--- src/hw/rtl/opl_ram.sv ---
module opl_ram #(
	parameter int ADDR_BITS = 4,
	parameter int DATA_BITS = 8
) (
	input  logic                 clk,
	input  logic                 we,
	input  logic [ADDR_BITS-1:0] waddr,
	input  logic [DATA_BITS-1:0] wdata,
	input  logic                 re,
	input  logic [ADDR_BITS-1:0] raddr,
	output logic [DATA_BITS-1:0] rdata
);

	logic [DATA_BITS-1:0] mem [(2**ADDR_BITS)];

	always_ff @(posedge clk) begin
		if (we) begin
			mem[waddr] <= wdata;
		end
	end

	always_ff @(posedge clk) begin
		if (re) begin
			rdata <= mem[raddr];
		end
	end

endmodule

--- config.mk ---
export PLATFORM = sky130hd
export DESIGN_NAME = opl_ram
export DESIGN_NICKNAME = d
export VERILOG_FILES = /design/src/hw/rtl/opl_ram.sv
export SDC_FILE = /design/constraint.sdc
export NUM_CORES = 1
export LEC_CHECK = 0
export ABC_AREA = 1
export BUFFER_PORTS_ARGS = -buffer_cell sky130_fd_sc_hd__buf_2
export CAP_MARGIN = 20
export CELL_PAD_IN_SITES_DETAIL_PLACEMENT = 1
export CELL_PAD_IN_SITES_GLOBAL_PLACEMENT = 1
export CORE_MARGIN = 1.5
export CORE_UTILIZATION = 40
export CTS_CLUSTER_DIAMETER = 120
export DETAILED_ROUTE_END_ITERATION = 12
export PLACE_DENSITY_LB_ADDON = 0.1
export SLEW_MARGIN = 30
export SYNTH_ARGS = -nofsm -noshare
export SYNTH_HDL_FRONTEND = slang
export SYNTH_SLANG_ARGS = --single-unit
export TNS_END_PERCENT = 100
--- constraint.sdc ---
create_clock -name clk -period 1.2 [get_ports clk]
set_clock_uncertainty 0.1 [all_clocks]
set_input_delay 0.24 -clock clk [delete_from_list [all_inputs] [get_ports clk]]
set_output_delay 0.24 -clock clk [all_outputs]
set_load 0.05 [all_outputs]
* After elaboration in Yosys (flattened, before gate mapping)
Memory sizes are Yosys's and may differ from the RTL's. A register that Yosys moved wholly into a read port is not among the register bits.
Cells that the tools add are included.
** Cells by class
- Shifts and indexed selects :: 0
- Multiply operators :: 0
- Div/mod/pow operators :: 0
- Bitwise operators :: 0
- $lt $le $gt $ge :: 0
- Mux-type cells :: 2
- Eq/ne operators :: 0
- Reduce and logical (&&, ||, !) cells :: 0
- Add/subtract/negate cells :: 0
** Operators by type and width (count)
- $mux 1 :: 2
** Word-level totals
- ROM bits :: 0
- Bits of input ports :: 19
- Register bits after elaboration :: 0
- Memories :: 1
- Word-level logic and storage cells :: 3
- Output and inout bits :: 8
- Latch bits :: 0
- RAM bits :: 128
** Memory list
- mem :: depth 16, bits a word 8, rd ports 1, clocked after Yosys merged registers in 1, write ports 1, RTL line 14 : logic [DATA_BITS-1:0] mem [(2**ADDR_BITS)];

* Depth between registers and ports, before layout
- Word-level depth :: 2
- Gate-level depth with buffers :: 8
- Depth with buffers taken out :: 7

* Worst setup path after synthesis
No wires, ideal clock.
- Path type :: input to register
- From :: in waddr[3]
- To :: mem mem[4][0] (enable)
- Data arrival time :: 0.821 ns
- Buffers on the path :: 0
- Cell stages on the path :: 2
- Library setup time :: 0.370 ns
- Path slack :: -0.091 ns
- Data required time :: 0.730 ns
- Path through :: nand3b_1 > nor2_1
** RTL lines
- start: declaration :: RTL line 7 : input logic [ADDR_BITS-1:0] waddr,
- end: declaration :: RTL line 14
Straight into the memory's write port.

* Final worst setup path
- From :: reg rdata[0], read port of mem
- To :: out rdata[0]
** RTL lines
- start: declaration :: RTL line 11 : output logic [DATA_BITS-1:0] rdata
No word-level cell between the ends.

==> results by group <==
Setup path
  • Slowest cell delay on critical path: 0.43 ns
  • CP max stage cell: edfxtp_1
  • Data required, critical path: 0.86 ns
  • Worst-path maximum fanout: 1
  • Critical-path cell list: buf_6
  • Worst path arrival time: 1.04 ns
  • Startpoint Class: flip-flop
  • Cell family with most CP delay: flip-flops
  • Crit Path Category: flip-flop to output pin
  • Crit end category: output pin
  • WP buf/inv: 1

Timing
  • Minimum clock period: 1.38 ns
  • Worst Setup Slack, final: -0.179 ns
  • Slew Limit Fails: 0
  • Setup violations, final: 8
  • Final Hold Fails: 0
  • RSZ-0062 raised after global routing: true
  • Slew headroom: 71.6%
  • Worst-margin pin slew: 0.425 ns
  • Period utilisation layout: 115%
  • Fmax: 0.725 GHz
  • Hold Worst Slack: 0.106 ns

Placed design
  • # port buffers: 26
  • Placed insts: 768
  • DP Wirelength: 9580 um
  • Global placer's final weighted congestion: 0.795

Global routing
  • Largest net degree at the start of global routing: 65
  • Vias in the first global route: 4,189
  • Total Routing Usage GR: 21.0%
  • Antenna violations before repair: 0
  • Overflow after GRT: 0
  • First-pass GRT wire length: 22,900 um

Floorplan
  • IO Pins: 27
  • Die H: 124 um
  • Rows: 44
  • Initial Util: 40.5%
  • Die Span X: 124 um
  • DIE AREA: 15,400 sq um
  • Core Region: 14,400 sq um

Clock network
  • Clock Sinks: 136
  • Clk buf depth: 2
  • CTS tree: built
  • Setup Fix Bufs, Post-CTS: 0
  • CTS Buf Count: 17
  • H-tree depth: 4
  • Post-CTS Hold Buffers: 0
  • Clk_lat worst skew: 0.42 ns
  • Clock-pin slew on the worst setup and hold paths: 0.06 ns
  • Clock root cell: clkbuf_16

Flow run
  • Max-Cap Viols: 0

Layout
  • Multi-input gate area: 1490 sq um
  • Most frequent cells in the layout: 168 x nand2_1, 136 x edfxtp_1, 97 x inv_1
  • Diode count: 0
  • Area Growth Syn to Fin: 26.3%
  • Share of layout cells above drive strength 1: 24.7%
  • FF/Latch Area: 4080 sq um
  • Most common cell after layout, fill and taps aside: nand2_1
  • FILL cells: 1,524
  • Fin nets: 622
  • Finished Layout Cells: 800

Yosys
  • FF+latch count, synth: 136
  • Net Count, Synth: 570
  • Yosys warnings: 0
  • Mapped Cells: 551
  • Synth Cell Area: 5850 sq um
  • Mean Syn Cell Area: 10.6 sq um
  • Seq/Total Area, Yosys: 69.8%
  • Cell variety after synth: 11

Routing
  • Vias: 3,940
  • WL final: 14,800 um
  • Initial drt markers: 199
  • Vias per cell: 4.93
  • DR DRC count: 0
  • Final ANT Viol Nets: 0
  • DR WL/cell: 18.5 um
  • DR pass1 iterations: 4

Outcome
  • Failing checks: setup timing
  • Outcome: finished, violations left

Power and ir drop
  • Worst vdd ir: 1010 uV
  • Leak: 3.15 nW
  • Cell Pwr Density: 1610 nW/um^2

Hold path
  • Worst Hold Class: primary input to flip-flop
==> area by class of cell <==
| cell class | instances | area share (%) |
|---|---|---|
| clock buffer | 17 | 5.76 |
| clock inverter | 15 | 2.81 |
| inverter | 102 | 5.18 |
| multi-input combinational | 289 | 20.2 |
| sequential | 136 | 55.3 |
| tap | 184 | 3.12 |
| timing repair buffer | 57 | 7.62 |
==> synth_stat cells <==
library cell    n  share of area [%]
nand2_1       173                 11
edfxtp_1      136                 70
inv_1         100                6.4
nand3_1        97                8.3
nor2_1         17                1.1
buf_2          13                1.1
buf_6           6                1.2
buf_4           4               0.51
inv_2           2               0.13
nand3b_1        2               0.26
buf_1           1              0.064
==> per-stage QoR <==
step,power [mW],utilization (%),area [sq um],setup slack [ns],TNS (ns)
after floorplan,5.94,-,5860,-0.0908,-7.24
after global placement,6.26,44.6,6440,-0.343,-15.12
after detailed placement,6.28,44.6,6440,-0.369,-17.82
after CTS,11.9,49.7,7160,-0.203,-1.34
after global routing,12.2,51.2,7380,-0.211,-1.62
final,11.9,51.2,7380,-0.179,-1.15
==> repair_timing <==
action                                  4_1_cts  5_1_grt
gates cloned                                  0        0
gates resized for setup                      24       49
endpoints found under the setup margin       14       16
endpoints found under the hold margin         0        0
pin swaps                                     4       23
==> metal layers <==
| layer | vias up | track usage (%) | routed length [um] |
|---|---|---|---|
| met3 | 22 | 3.94 | 350 |
| met2 | 61 | 35.9 | 7560 |
| met4 | 0 | 8.38 | 300 |
| met5 | - | 0 | 0 |
| li1 | 1889 | - | - |
| met1 | 1968 | 26.4 | 6620 |
==> flip-flops by register name, summed over array words and instances, names as in the netlist <==
| name | count |
|---|---|
| mem | 128 |
| rdata | 8 |
==> kinds of logic (layout without fill, tap and decap cells) <==
| kind of cell | Yosys count | count (layout) | share of synthesized area [%] |
|---|---|---|---|
| DFF | 136 | 136 | 69.8 |
| buffers and inverters | 126 | 191 | 9.39 |
| and+or+nand+nor | 289 | 289 | 20.8 |
==> power breakdown <==
part	internal [mW]	switching (mW)	leakage, nW	total, mW
sequential	5.35	0.0384	1.24	5.39
combinational	0.292	0.592	1.62	0.884
clock	3.65	1.93	0.301	5.58
==> final timing paths <==
kind	startpoint	endpoint	slack, ns	cells past startpoint
worst min-delay path	wdata[4]	mem[10][4]$_DFFE_PP_	0.11	1
worst min register to register	mem[6][2]$_DFFE_PP_	rdata[2]$_DFFE_PP_	0.65	6
worst max register to register	mem[9][4]$_DFFE_PP_	rdata[4]$_DFFE_PP_	0	6
worst max-delay path	rdata[0]$_DFFE_PP_	rdata[0]	-0.18	1
No activity file was read; power rests on OpenSTA's default activity.
