$ cat src/hw/rtl/opl_pkg.sv
package opl_pkg;

	// Geometry of the tree and the stores
	localparam int COORD_BITS        = 10;
	localparam int TWIG_BITS         = 2;
	localparam int NODE_ADDR_BITS    = 12;
	localparam int BRICK_ADDR_BITS   = 14;
	localparam int MAX_BRANCH_LEVELS = COORD_BITS - TWIG_BITS;
	localparam int VOXEL_BITS        = 3 * TWIG_BITS;
	localparam int LEVEL_W           = $clog2(MAX_BRANCH_LEVELS + 1);

	// Port field widths
	localparam int MODE_W  = 2;
	localparam int ADDR_W  = 14;
	localparam int POINT_W = 10;
	localparam int KIND_W  = 2;
	localparam int PAY_W   = 16;
	localparam int NODE_W  = KIND_W + PAY_W;
	localparam int BRICK_W = 16;

	// Transaction modes
	localparam logic [MODE_W-1:0] MODE_QUERY    = 2'd0;
	localparam logic [MODE_W-1:0] MODE_NODE_WR  = 2'd1;
	localparam logic [MODE_W-1:0] MODE_BRICK_WR = 2'd2;

	// Node kinds
	localparam logic [KIND_W-1:0] KIND_EMPTY  = 2'd0;
	localparam logic [KIND_W-1:0] KIND_LEAF   = 2'd1;
	localparam logic [KIND_W-1:0] KIND_BRICK  = 2'd2;
	localparam logic [KIND_W-1:0] KIND_BRANCH = 2'd3;

	typedef struct packed {
		logic                      we;
		logic [NODE_ADDR_BITS-1:0] waddr;
		logic [NODE_W-1:0]         wdata;
		logic                      re;
		logic [NODE_ADDR_BITS-1:0] raddr;
	} node_req_t;

	typedef struct packed {
		logic                       we;
		logic [BRICK_ADDR_BITS-1:0] waddr;
		logic [BRICK_W-1:0]         wdata;
		logic                       re;
		logic [BRICK_ADDR_BITS-1:0] raddr;
	} brick_req_t;

	typedef struct packed {
		logic [PAY_W-1:0] material;
		logic             fault;
	} result_t;

endpackage

$ cat src/hw/rtl/opl_walker.sv
module opl_walker (
	input  logic                                  clk,
	input  logic                                  arst_n,
	input  logic                                  in_valid,
	output logic                                  in_ready,
	input  logic [opl_pkg::MODE_W-1:0]            mode,
	input  logic [opl_pkg::ADDR_W-1:0]            addr,
	input  logic [opl_pkg::POINT_W-1:0]           point_x,
	input  logic [opl_pkg::POINT_W-1:0]           point_y,
	input  logic [opl_pkg::POINT_W-1:0]           point_z,
	input  logic [opl_pkg::KIND_W-1:0]            node_kind,
	input  logic [opl_pkg::PAY_W-1:0]             payload,
	output opl_pkg::node_req_t                    node_req,
	input  logic [opl_pkg::NODE_W-1:0]            node_rdata,
	output opl_pkg::brick_req_t                   brick_req,
	input  logic [opl_pkg::BRICK_W-1:0]           brick_rdata,
	output logic                                  res_valid,
	input  logic                                  res_ready,
	output opl_pkg::result_t                      res
);

	localparam logic [1:0] ST_IDLE  = 2'd0;
	localparam logic [1:0] ST_NODE  = 2'd1;
	localparam logic [1:0] ST_BRICK = 2'd2;
	localparam logic [1:0] ST_RESP  = 2'd3;

	localparam int CHILD_W  = opl_pkg::PAY_W + 1;
	localparam int BFULL_W  = opl_pkg::PAY_W + opl_pkg::VOXEL_BITS;

	logic [1:0]                         state_q, state_d;
	logic [opl_pkg::LEVEL_W-1:0]        level_q, level_d;
	logic [opl_pkg::COORD_BITS-1:0]     cx_q, cy_q, cz_q, cx_d, cy_d, cz_d;
	opl_pkg::result_t                   res_q, res_d;

	logic [opl_pkg::KIND_W-1:0]         kind;
	logic [opl_pkg::PAY_W-1:0]          pay;
	logic [2:0]                         octant;
	logic [CHILD_W-1:0]                 child;
	logic [opl_pkg::VOXEL_BITS-1:0]     voxel;
	logic [BFULL_W-1:0]                 brick_full;

	// Coordinates are kept shifted so the next unused bits sit at the top
	assign kind   = node_rdata[opl_pkg::NODE_W-1 -: opl_pkg::KIND_W];
	assign pay    = node_rdata[opl_pkg::PAY_W-1:0];
	assign octant = {cz_q[opl_pkg::COORD_BITS-1], cy_q[opl_pkg::COORD_BITS-1],
		cx_q[opl_pkg::COORD_BITS-1]};
	assign child  = {1'b0, pay} + CHILD_W'(octant);
	assign voxel  = {cz_q[opl_pkg::COORD_BITS-1 -: opl_pkg::TWIG_BITS],
		cy_q[opl_pkg::COORD_BITS-1 -: opl_pkg::TWIG_BITS],
		cx_q[opl_pkg::COORD_BITS-1 -: opl_pkg::TWIG_BITS]};
	assign brick_full = {pay, voxel};

	assign in_ready  = (state_q == ST_IDLE);
	assign res_valid = (state_q == ST_RESP);
	assign res       = res_q;

	always_comb begin
		state_d   = state_q;
		level_d   = level_q;
		cx_d      = cx_q;
		cy_d      = cy_q;
		cz_d      = cz_q;
		res_d     = res_q;
		node_req  = '0;
		brick_req = '0;
		case (state_q)
			ST_IDLE: begin
				if (in_valid) begin
					res_d   = '0;
					state_d = ST_RESP;
					case (mode)
						opl_pkg::MODE_QUERY: begin
							cx_d    = point_x[opl_pkg::COORD_BITS-1:0];
							cy_d    = point_y[opl_pkg::COORD_BITS-1:0];
							cz_d    = point_z[opl_pkg::COORD_BITS-1:0];
							level_d = '0;
							if ((addr >> opl_pkg::NODE_ADDR_BITS) == '0) begin
								node_req.re    = 1'b1;
								node_req.raddr = addr[opl_pkg::NODE_ADDR_BITS-1:0];
								state_d        = ST_NODE;
							end else begin
								res_d.fault = 1'b1;
							end
						end
						opl_pkg::MODE_NODE_WR: begin
							if ((addr >> opl_pkg::NODE_ADDR_BITS) == '0) begin
								node_req.we    = 1'b1;
								node_req.waddr = addr[opl_pkg::NODE_ADDR_BITS-1:0];
								node_req.wdata = {node_kind, payload};
							end else begin
								res_d.fault = 1'b1;
							end
						end
						opl_pkg::MODE_BRICK_WR: begin
							if ((addr >> opl_pkg::BRICK_ADDR_BITS) == '0) begin
								brick_req.we    = 1'b1;
								brick_req.waddr = addr[opl_pkg::BRICK_ADDR_BITS-1:0];
								brick_req.wdata = payload;
							end else begin
								res_d.fault = 1'b1;
							end
						end
						default: begin
						end
					endcase
				end
			end
			ST_NODE: begin
				res_d   = '0;
				state_d = ST_RESP;
				case (kind)
					opl_pkg::KIND_EMPTY: begin
					end
					opl_pkg::KIND_LEAF: begin
						res_d.material = pay;
					end
					opl_pkg::KIND_BRICK: begin
						if ((brick_full >> opl_pkg::BRICK_ADDR_BITS) == '0) begin
							brick_req.re    = 1'b1;
							brick_req.raddr = brick_full[opl_pkg::BRICK_ADDR_BITS-1:0];
							state_d         = ST_BRICK;
						end else begin
							res_d.fault = 1'b1;
						end
					end
					default: begin
						// branch: descend one level or stop on depth/range
						if (level_q >= opl_pkg::LEVEL_W'(opl_pkg::MAX_BRANCH_LEVELS)) begin
							res_d.fault = 1'b1;
						end else if ((child >> opl_pkg::NODE_ADDR_BITS) == '0) begin
							node_req.re    = 1'b1;
							node_req.raddr = child[opl_pkg::NODE_ADDR_BITS-1:0];
							level_d        = opl_pkg::LEVEL_W'(level_q + 1'b1);
							cx_d           = {cx_q[opl_pkg::COORD_BITS-2:0], 1'b0};
							cy_d           = {cy_q[opl_pkg::COORD_BITS-2:0], 1'b0};
							cz_d           = {cz_q[opl_pkg::COORD_BITS-2:0], 1'b0};
							state_d        = ST_NODE;
						end else begin
							res_d.fault = 1'b1;
						end
					end
				endcase
			end
			ST_BRICK: begin
				res_d.material = brick_rdata;
				res_d.fault    = 1'b0;
				state_d        = ST_RESP;
			end
			ST_RESP: begin
				if (res_ready) begin
					state_d = ST_IDLE;
				end
			end
			default: begin
				state_d = ST_IDLE;
			end
		endcase
	end

	always_ff @(posedge clk or negedge arst_n) begin
		if (!arst_n) begin
			state_q <= ST_IDLE;
			level_q <= '0;
		end else begin
			state_q <= state_d;
			level_q <= level_d;
		end
	end

	always_ff @(posedge clk) begin
		cx_q  <= cx_d;
		cy_q  <= cy_d;
		cz_q  <= cz_d;
		res_q <= res_d;
	end

endmodule

$ cat config.mk
export PLATFORM = sky130hd
export DESIGN_NAME = opl_walker
export DESIGN_NICKNAME = d
export VERILOG_FILES = /design/src/hw/rtl/opl_pkg.sv /design/src/hw/rtl/opl_walker.sv
export SDC_FILE = /design/constraint.sdc
export NUM_CORES = 1
export LEC_CHECK = 0
export ABC_AREA = 1
export BUFFER_PORTS_ARGS = -buffer_cell sky130_fd_sc_hd__buf_4
export CAP_MARGIN = 10
export CORE_ASPECT_RATIO = 0.9
export CORE_MARGIN = 5
export CORE_UTILIZATION = 50
export CTS_BUF_LIST = sky130_fd_sc_hd__clkbuf_8
export DETAILED_ROUTE_END_ITERATION = 8
export GPL_TIMING_DRIVEN = 0
export PLACE_DENSITY = 0.95
export SYNTH_ARGS = -nofsm -noshare
export SYNTH_HDL_FRONTEND = slang
export SYNTH_SLANG_ARGS = --single-unit
$ cat constraint.sdc
create_clock -name clk -period 8.1 [get_ports clk]
set_input_delay 0 -clock clk [delete_from_list [all_inputs] [get_ports clk]]
set_output_delay 0 -clock clk [all_outputs]
set_load 0.02 [all_outputs]
# Word level (Yosys, flattened, before mapping)
# Index checks and enable logic that the tools add are counted.
# op_classes
addsub	2
multipliers	0
div	0
magnitude_cmp	1
n_eq_ne	13
n_shift	0
muxes	58
bitwise_logic	0
n_reduce_logical	14
# op_table
op	n
$mux W31	6
$mux W10	15
$mux W13	5
$pmux W10 S2	3
$pmux W17 S3	1
$mux W15	3
$mux W44	1
$pmux W13 S2	1
$logic_not A22 Y1	1
$mux W4	5
$add A16 B3 Y17	1
$logic_not A17 Y1	1
$mux W17	1
$mux W16	1
$logic_not A14 Y1	1
$mux W2	6
$eq A2 B2 Y1 const B	4
$ne A2 B2 Y1 const B	4
$pmux W2 S4	1
$pmux W4 S2	1
$eq A2 B1 Y1 const B	3
$logic_not A2 Y1	3
$mux W1	6
$reduce_and A6 Y1	1
other kinds (10)	13
# totals
ff_bits	53
latchBits	0
mem_bits_rw	0
mem_bits_ro	0
inputBits	102
out_inout_bits	109
wordCells	95
mem_count	0

# Logic depth before layout (Yosys ltp)
# Gate-level depths: netlist (run 1).
# logic_depth
word_depth	6
mapped_depth	16
mapped_depth_nobuf	16

# Worst setup path after synthesis (run 1)
# No wires, ideal clock.
# synth_timing
kind	reg-to-reg
start	register cx_q[9] (netlist bit)
end	register cx_q[0] (netlist bit), enable pin
setup_time_ns	0.385
t_arrival_ns	2.399
required_time_ns	7.715
slack_ns	5.317
path_stages_with_launch	15
n_path_buf	0
synth_period_minus_slack_ns	2.783
cell_sequence	edfxtp_1 ha_1 inv_1 fa_1 inv_1 nand2_1 a21oi_2 nand2_1 nand2_1 nand3_2 nor2_4 nand2_2 nand2_4 nand2_4 inv_1
# synth_between
elab_chain_cells	4
# synth_rtl
item	line	text
from (decl)	opl_walker.sv:32	logic [opl_pkg::COORD_BITS-1:0] cx_q, cy_q, cz_q, cx_d, cy_d, cz_d;
from (signal assigned)	opl_walker.sv:171	cx_q <= cx_d;
$add A16 B3 Y17	opl_walker.sv:47	assign child = {1'b0, pay} + CHILD_W'(octant);
$logic_not A17 Y1	opl_walker.sv:130	end else if ((child >> opl_pkg::NODE_ADDR_BITS) == '0) begin
$ne A2 B2 Y1 (no source line)	n/a	
$reduce_and A6 Y1 (no source line)	n/a	
# Every way passes these cells.
# A chain may end at the register's enable or synchronous reset.

# Worst setup path after layout (run 1)
# layout_timing
start	register cx_q[9] (netlist bit)
end	register cz_q[2] (netlist bit), enable pin
# layout_between
elab_chain_cells	4
# layout_rtl
item	line	text
$add A16 B3 Y17	opl_walker.sv:47	
$logic_not A17 Y1	opl_walker.sv:130	
$ne A2 B2 Y1 (no source line)	n/a	
$reduce_and A6 Y1 (no source line)	n/a	
to (signal assigned)	opl_walker.sv:173	cz_q <= cz_d;
to (decl)	opl_walker.sv:32	
# Every way passes these cells.

==> flow_summary.json, run 1 <==
{
  "outcome": "complete, no violations",
  "crit_type": "register to register",
  "relSlewSlack_pct": 25.3,
  "endpoint_kind": "register",
  "vias_per_cell": 5.03,
  "stdcell_count": 864,
  "drtIter0Drc": 249,
  "yosysTopAreaCellShare_pct": 37.6,
  "first_pass_iters": 5,
  "fin_setup_tns_ns": 0,
  "dieArea_um2": 9330,
  "routedWlPerCell_um": 15.6,
  "multi_input_area_um2": 1780,
  "final-hold-violation-count": 0,
  "track_usage_pct": 27.5,
  "combPwrFrac_pct": 49.3,
  "ys_ff_latch": 53,
  "cts_inserted_buffers": 5,
  "busiest_layer": "met2",
  "use_met3_pct": 5.78,
  "syn_nets": 636,
  "period_needed_ns": 3.24,
  "overflow": 0,
  "ios": 211,
  "synth_most_common_cell": "nand2_1",
  "setup_ws_ns": 4.86,
  "rsz0062_at_grt": "false",
  "cts.path.max_buffers": 2,
  "ys_types": 32,
  "irDropWorstVdd_v": 0.000153,
  "drc_errors": 0,
  "worst_pin_slew_ns": 1.12,
  "cp-start-kind": "register",
  "dp_hpwl_mm": 10.6,
  "wl_mm": 13.5,
  "clk_latency_ns": 0.31,
  "cts.sinks": 53,
  "synthTopCellsByArea": "edfxtp_1 (38%), nand2_1 (16%), nor2_1 (9.6%)",
  "ant_nets": 0,
  "swShare_pct": 42.9,
  "met2_usage_pct": 49.5,
  "via_count": 4346,
  "r2r-start": "cx_q[9]",
  "fmax_mhz": 308,
  "grtUsageMet1_pct": 32.5,
  "synth_seq_area_share_pct": 41.6,
  "slew_violations": 0,
  "p_leak_nw": 3.10,
  "cp_max_fo": 30,
  "cp.required_ns": 8.02,
  "ys.flop_type": "edfxtp_1",
  "core_area_um2": 7430,
  "hold_class": "primary input to async pin",
  "syn_to_final_growth_pct": 55.2,
  "p_seq_share_pct": 38.8,
  "setup_viol": 0,
  "place_ws_ns": 4.86,
  "power_frac_clock_pct": 11.8,
  "maxCapViolCount": 0,
  "cpMaxStageDelayCell": "inv_1",
  "p_switching_mw": 0.550,
  "cts_tree": "built",
  "synth_edf_count": 47,
  "reg2regPathDepth": 14,
  "path_cells": "ha_1 > inv_1 > fa_1 > inv_1 > nand2_1 > a21oi_2 > nand2_1 > nand2_1 > nand3_2 > nor2_4 > nand2_2 > nand2_4 > nand2_4 > inv_1",
  "intPower_mw": 0.732,
  "antenna_found_initial": 0,
  "async_flop_share_pct": 11.3,
  "drive_above_1_share_pct": 33.2,
  "rrSetupSlack_ns": 4.86,
  "antenna_cells": 0,
  "num-fill-cells": 540,
  "synth.top_cells.by_count": "nand2_1 (161), nor2_1 (96), inv_1 (75)",
  "netlist_instances": 523,
  "die_y_um": 92.2,
  "start_util_pct": 50.5,
  "finalClockSkew_ns": 0.0151,
  "arrival_ns": 3.16,
  "p_per_area_nw_per_um2": 220,
  "root_buffer": "clkbuf_8",
  "h-tree-depth": 2,
  "clk_pin_slew_ns": 0.10,
  "avgSynthCellArea_um2": 7.17,
  "port_buffers": 206,
  "r2r_end": "cz_q[2]",
  "cts_setup_buffers": 0,
  "place.gp.congestion": 0.959,
  "power.total_mw": 1.28,
  "syn_area_um2": 3750,
  "synth_warnings": 0,
  "rows": 30,
  "die_w_um": 101,
  "cp_slowest_stage_delay_ns": 0.83,
  "period_share_pct": 40.0,
  "grt_pass1_vias": 4200,
  "final-seq-area_um2": 1560,
  "grt_pass1_wl_mm": 20.4,
  "grt_max_degree": 31,
  "final_nets": 880,
  "dp.cells": 825,
  "synth_largest_area_cell": "edfxtp_1"
}
## repair_timing
action | 4_1_cts | 5_1_grt
hold endpoints to repair | 36 | 0
hold buffers | 31 | 0
gates resized for setup | 0 | 0
## cell families (layout without fill, tap and decap cells)
kind of cell               count (synthesis)  count (layout)  share of synthesized area [%]
DFF                                       53              53                           41.6
xor gates and xnor gates                  10              10                           2.34
and+or+nand+nor                          300             300                           33.2
adders and majority gates                 11              11                           3.87
buffers and inverters                    106             351                           11.1
AOI/OAI and AO/OA                         43              43                           7.84
## worst max-delay path: cells and delay by family (launching register included)
kind            cells  cell delay [ns]
fa+ha+maj           2             0.57
flops               1             0.36
compound gates      1             0.24
simple gates        8             0.69
buf+inv             3             0.98
## cell type report
class,instances,share of cell area (%)
inverter,83,5.35
sequential,53,26.8
clock inverter,3,0.344
timing repair buffer,237,31.9
buffer,23,1.81
multi-input combinational,364,30.5
tap,96,2.06
clock buffer,5,1.18
## layout by cell type, fill, tap and decap left out
cell type	netlist	final
dfrtp_1	6	6
dlygate4sd3_1	0	31
buf_1	2	2
xor2_1	8	8
fa_1	1	1
ha_1	10	10
o211ai_1	1	1
o21ai_0	7	7
nand3_1	16	16
nor2_4	2	2
o22ai_1	4	4
clkinv_1	1	2
clkbuf_8	0	5
inv_2	7	7
clkinvlp_4	0	1
clkbuf_1	15	15
nand4_1	6	6
buf_6	1	1
nor3_1	3	3
a21oi_1	19	18
nand2_2	5	5
nand3_2	3	3
buf_4	2	208
o21ai_1	2	2
edfxtp_1	47	47
inv_6	0	1
xnor2_1	2	2
buf_2	3	3
nor3_2	1	1
o22ai_2	9	9
nor2_1	96	96
inv_1	75	75
nand2_4	2	2
nor2_2	5	5
a21oi_2	1	2
nand2_1	161	161
## flip-flops by register name (all words and copies together), names as in the netlist
name and cells:
level_q 4, cz_q 10, cy_q 10, res 17, state_q 2, cx_q 10
## worst max-delay path by stage
stage,startpoint,to,cells after the start,slack (ns)
final,cx_q[9],cz_q[2],14,4.86
after global routing,cx_q[9],cz_q[2],14,4.59
after CTS,cx_q[9],cz_q[2],14,4.83
after detailed placement,cx_q[9],cy_q[2],14,4.86
after global placement,cx_q[9],cy_q[2],14,4.94
after floorplan,cx_q[9],cx_q[0],14,5.32
## stage by stage
| step | util, % | hold WS, ns | cell area [um^2] |
|---|---|---|---|
| 2_1_floorplan | - | -0.296 | 3750 |
| 3_3_place_gp | 72.9 | -0.190 | 5420 |
| 3_5_place_dp | 72.9 | -0.191 | 5420 |
| 4_1_cts | 78.3 | 0.0367 | 5820 |
| 5_1_grt | 78.3 | 0.0335 | 5820 |
| 6_report | 78.3 | 0.0184 | 5820 |
## power by group through the flow
stage | Combinational (mW) | Sequential, mW | Clock [mW]
after floorplan | 0.340 | 0.544 | 0
after global placement | 0.586 | 0.502 | 0
after detailed placement | 0.615 | 0.505 | 0
after CTS | 0.630 | 0.498 | 0.152
after global routing | 0.692 | 0.508 | 0.165
final | 0.633 | 0.498 | 0.152
## metal layers
metal | part of all wire [%] | wire length (um) | vias up
met5 | 0 | 0 | -
met4 | 2.5 | 335 | 0
met3 | 9.5 | 1280 | 30
met2 | 51 | 6880 | 211
met1 | 37 | 5000 | 2001
li1 | - | - | 2104
Power figures use the tool's default switching activity.
==> inputs of run 2 (changes only) <==
--- a/config.mk
+++ b/config.mk
@@ -5,16 +5,16 @@
 export SDC_FILE = /design/constraint.sdc
 export NUM_CORES = 1
 export LEC_CHECK = 0
-export ABC_AREA = 1
+export ABC_AREA = 0
 export BUFFER_PORTS_ARGS = -buffer_cell sky130_fd_sc_hd__buf_4
 export CAP_MARGIN = 10
 export CORE_ASPECT_RATIO = 0.9
 export CORE_MARGIN = 5
-export CORE_UTILIZATION = 50
+export CORE_UTILIZATION = 41
 export CTS_BUF_LIST = sky130_fd_sc_hd__clkbuf_8
 export DETAILED_ROUTE_END_ITERATION = 8
 export GPL_TIMING_DRIVEN = 0
-export PLACE_DENSITY = 0.95
+export PLACE_DENSITY = 0.91
 export SYNTH_ARGS = -nofsm -noshare
 export SYNTH_HDL_FRONTEND = slang
 export SYNTH_SLANG_ARGS = --single-unit
==> constraint.sdc (replaced) <==
create_clock -name clk -period 2.75 [get_ports clk]
set_input_delay 0 -clock clk [delete_from_list [all_inputs] [get_ports clk]]
set_output_delay 0 -clock clk [all_outputs]
set_load 0.02 [all_outputs]
==> flow_summary.json, run 2 <==
{
  "outcome": "complete, but fails checks",
  "finalClockSkew_ns": 0.00722,
  "setup_viol": 1,
  "h-tree-depth": 2,
  "place.gp.congestion": 0.895,
  "clk_latency_ns": 0.32,
  "cp-start-kind": "register",
  "rrSetupSlack_ns": 0.07,
  "rsz0062_at_grt": "true",
  "root_buffer": "clkbuf_8",
  "slew_violations": 0,
  "r2r_end": "cz_q[8]",
  "hold_class": "primary input to async pin",
  "cp.required_ns": 2.75,
  "drtIter0Drc": 133,
  "fmax_mhz": 363,
  "placed_area_um2": 5290,
  "irDropWorstVdd_v": 0.000349,
  "die_y_um": 98.5,
  "final_cell_mix": "buf_4 (204), and2_1 (73), edfxtp_1 (47)",
  "wl_mm": 13.8,
  "crit_family": "simple AND/OR/NAND/NOR gates",
  "port_buffers": 209,
  "cp_max_fo": 3,
  "arrival_ns": 2.75,
  "synth.top_cells.by_count": "and2_1 (74), edfxtp_1 (47), mux2_2 (27)",
  "grt_pass1_vias": 3873,
  "syn_nets": 467,
  "synth_seq_area_share_pct": 43.8,
  "track_usage_pct": 24.3,
  "yosysTopAreaCellShare_pct": 39.6,
  "synth_edf_count": 47,
  "drc_errors": 0,
  "synth_most_common_cell": "and2_1",
  "via_count": 3829,
  "r2r-start": "cx_q[9]",
  "antenna_found_initial": 0,
  "p_leak_nw": 2.62,
  "synthTopCellsByArea": "edfxtp_1 (40%), and2_1 (13%), mux2_2 (8.5%)",
  "vias_per_cell": 5.24,
  "async_flop_share_pct": 11.3,
  "grt_max_degree": 18,
  "period_share_pct": 100,
  "ios": 211,
  "violations": "negative setup slack",
  "grt_pass1_wl_mm": 20.4,
  "overflow": 0,
  "syn_to_final_growth_pct": 66.3,
  "synth_warnings": 0,
  "period_needed_ns": 2.75,
  "ys_types": 46,
  "cts_inserted_buffers": 5,
  "final_util_pct": 69.6,
  "endpoint_kind": "primary output",
  "dp_hpwl_mm": 10.2,
  "rows": 32,
  "drive_above_1_share_pct": 47.1,
  "place_ws_ns": -0.358,
  "cts_tree": "built",
  "cp_slowest_stage_delay_ns": 0.49,
  "ant_nets": 0,
  "largest_reg_flops": 17,
  "final_common_cell": "buf_4",
  "start_util_pct": 41.8,
  "first_pass_iters": 4,
  "setup_ws_ns": -0.00417,
  "clk_pin_slew_ns": 0.10,
  "cts.path.max_buffers": 2,
  "crit_type": "register to primary output",
  "p_per_area_nw_per_um2": 648,
  "relSlewSlack_pct": 42.7,
  "cpMaxStageDelayCell": "or4_4",
  "ys.flop_type": "edfxtp_1",
  "reg2regPathDepth": 10,
  "syn_area_um2": 3570,
  "synth_largest_area_cell": "edfxtp_1",
  "final-hold-violation-count": 0,
  "avgSynthCellArea_um2": 10.1,
  "antenna_cells": 0,
  "cp_num_buf_inv": 2,
  "die_w_um": 108,
  "core_area_um2": 8530,
  "power.total_mw": 3.85,
  "fin_setup_tns_ns": -0.00417,
  "final_cell_area_um2": 5930,
  "routedWlPerCell_um": 18.9,
  "final_nets": 724,
  "worst_pin_slew_ns": 0.858,
  "holdWs_ns": 0.0211,
  "stdcell_count": 731,
  "maxCapViolCount": 0,
  "dieArea_um2": 10700,
  "path_cells": "ha_4 > inv_2 > fa_2 > nor2b_4 > nor2_2 > or4_4 > and4_4 > and2_4 > a32o_2 > buf_6",
  "netlist_instances": 354,
  "dp.cells": 682,
  "ys_ff_latch": 53,
  "cts.sinks": 53
}
[run 2: cell count changes after synthesis, sizes merged, moves of 13 or more]
cell,change
mux2,+27
nor2b,+21
inv,-70
and2,+76
a21oi,-15
nor2,-88
nand2,-145
o22ai,-13
a22oi,+16
[run 2: layout make-up]
cell class	count	area [um^2]
fillers	617	2590
multi-input cells	273	2030
repair buffers	247	1980
flip-flops and latches	53	1560
well taps	119	149
plain buffers	19	80.1
clock buffers	5	68.8
inverters	12	45.0
clock inverters	3	17.5
[run 2: logic make-up after synthesis]
| group | synth area share, % |
|---|---|
| XOR/XNOR | 2.46 |
| multiplexers | 8.80 |
| AO/OA/AOI/OAI | 10.2 |
| adder cells (fa/ha/maj) | 4.07 |
| flip-flops | 43.8 |
| AND/OR/NAND/NOR | 27.4 |
| buffers and inverters | 3.30 |
[run 2: worst max path at each step]
stage / start / end / depth (start not counted)
finish: cx_q[9] / node_req[0] / 10
floorplan: cx_q[9] / cx_q[0] / 9
global placement: cx_q[9] / cy_q[2] / 9
detailed placement: cx_q[9] / cy_q[0] / 9
global route: cx_q[9] / node_req[0] / 10
CTS: cx_q[9] / node_req[9] / 11
[run 2: per-layer routing]
metal  GRT usage [%]  part of all wire (%)
met5               0                     0
met4            5.53                   2.0
met2            45.8                    54
met1            26.8                    36
met3            6.68                   8.5
[run 2: repair_timing]
| action | CTS | global route |
|---|---|---|
| gates cloned | 3 | 1 |
| buffers inserted | 5 | 1 |
| endpoints found under the setup margin | 43 | 79 |
| hold endpoints to repair | 36 | 0 |
| pin swaps | 3 | 11 |
| hold buffers | 31 | 0 |
| resized for setup | 30 | 26 |
[run 2: worst reg2reg max path, delay by kind of cell (launching register included)]
kind            cells  cell delay [ns]
simple gates        3             0.53
compound gates      2             0.53
mux                 1             0.24
flops               1             0.40
buf+inv             2             0.18
fa+ha+maj           2             0.52
[run 2: report_power, final]
| part | switching (mW) | internal [mW] |
|---|---|---|
| logic | 1.09 | 0.836 |
| clock network | 0.279 | 0.177 |
| registers | 0.134 | 1.33 |
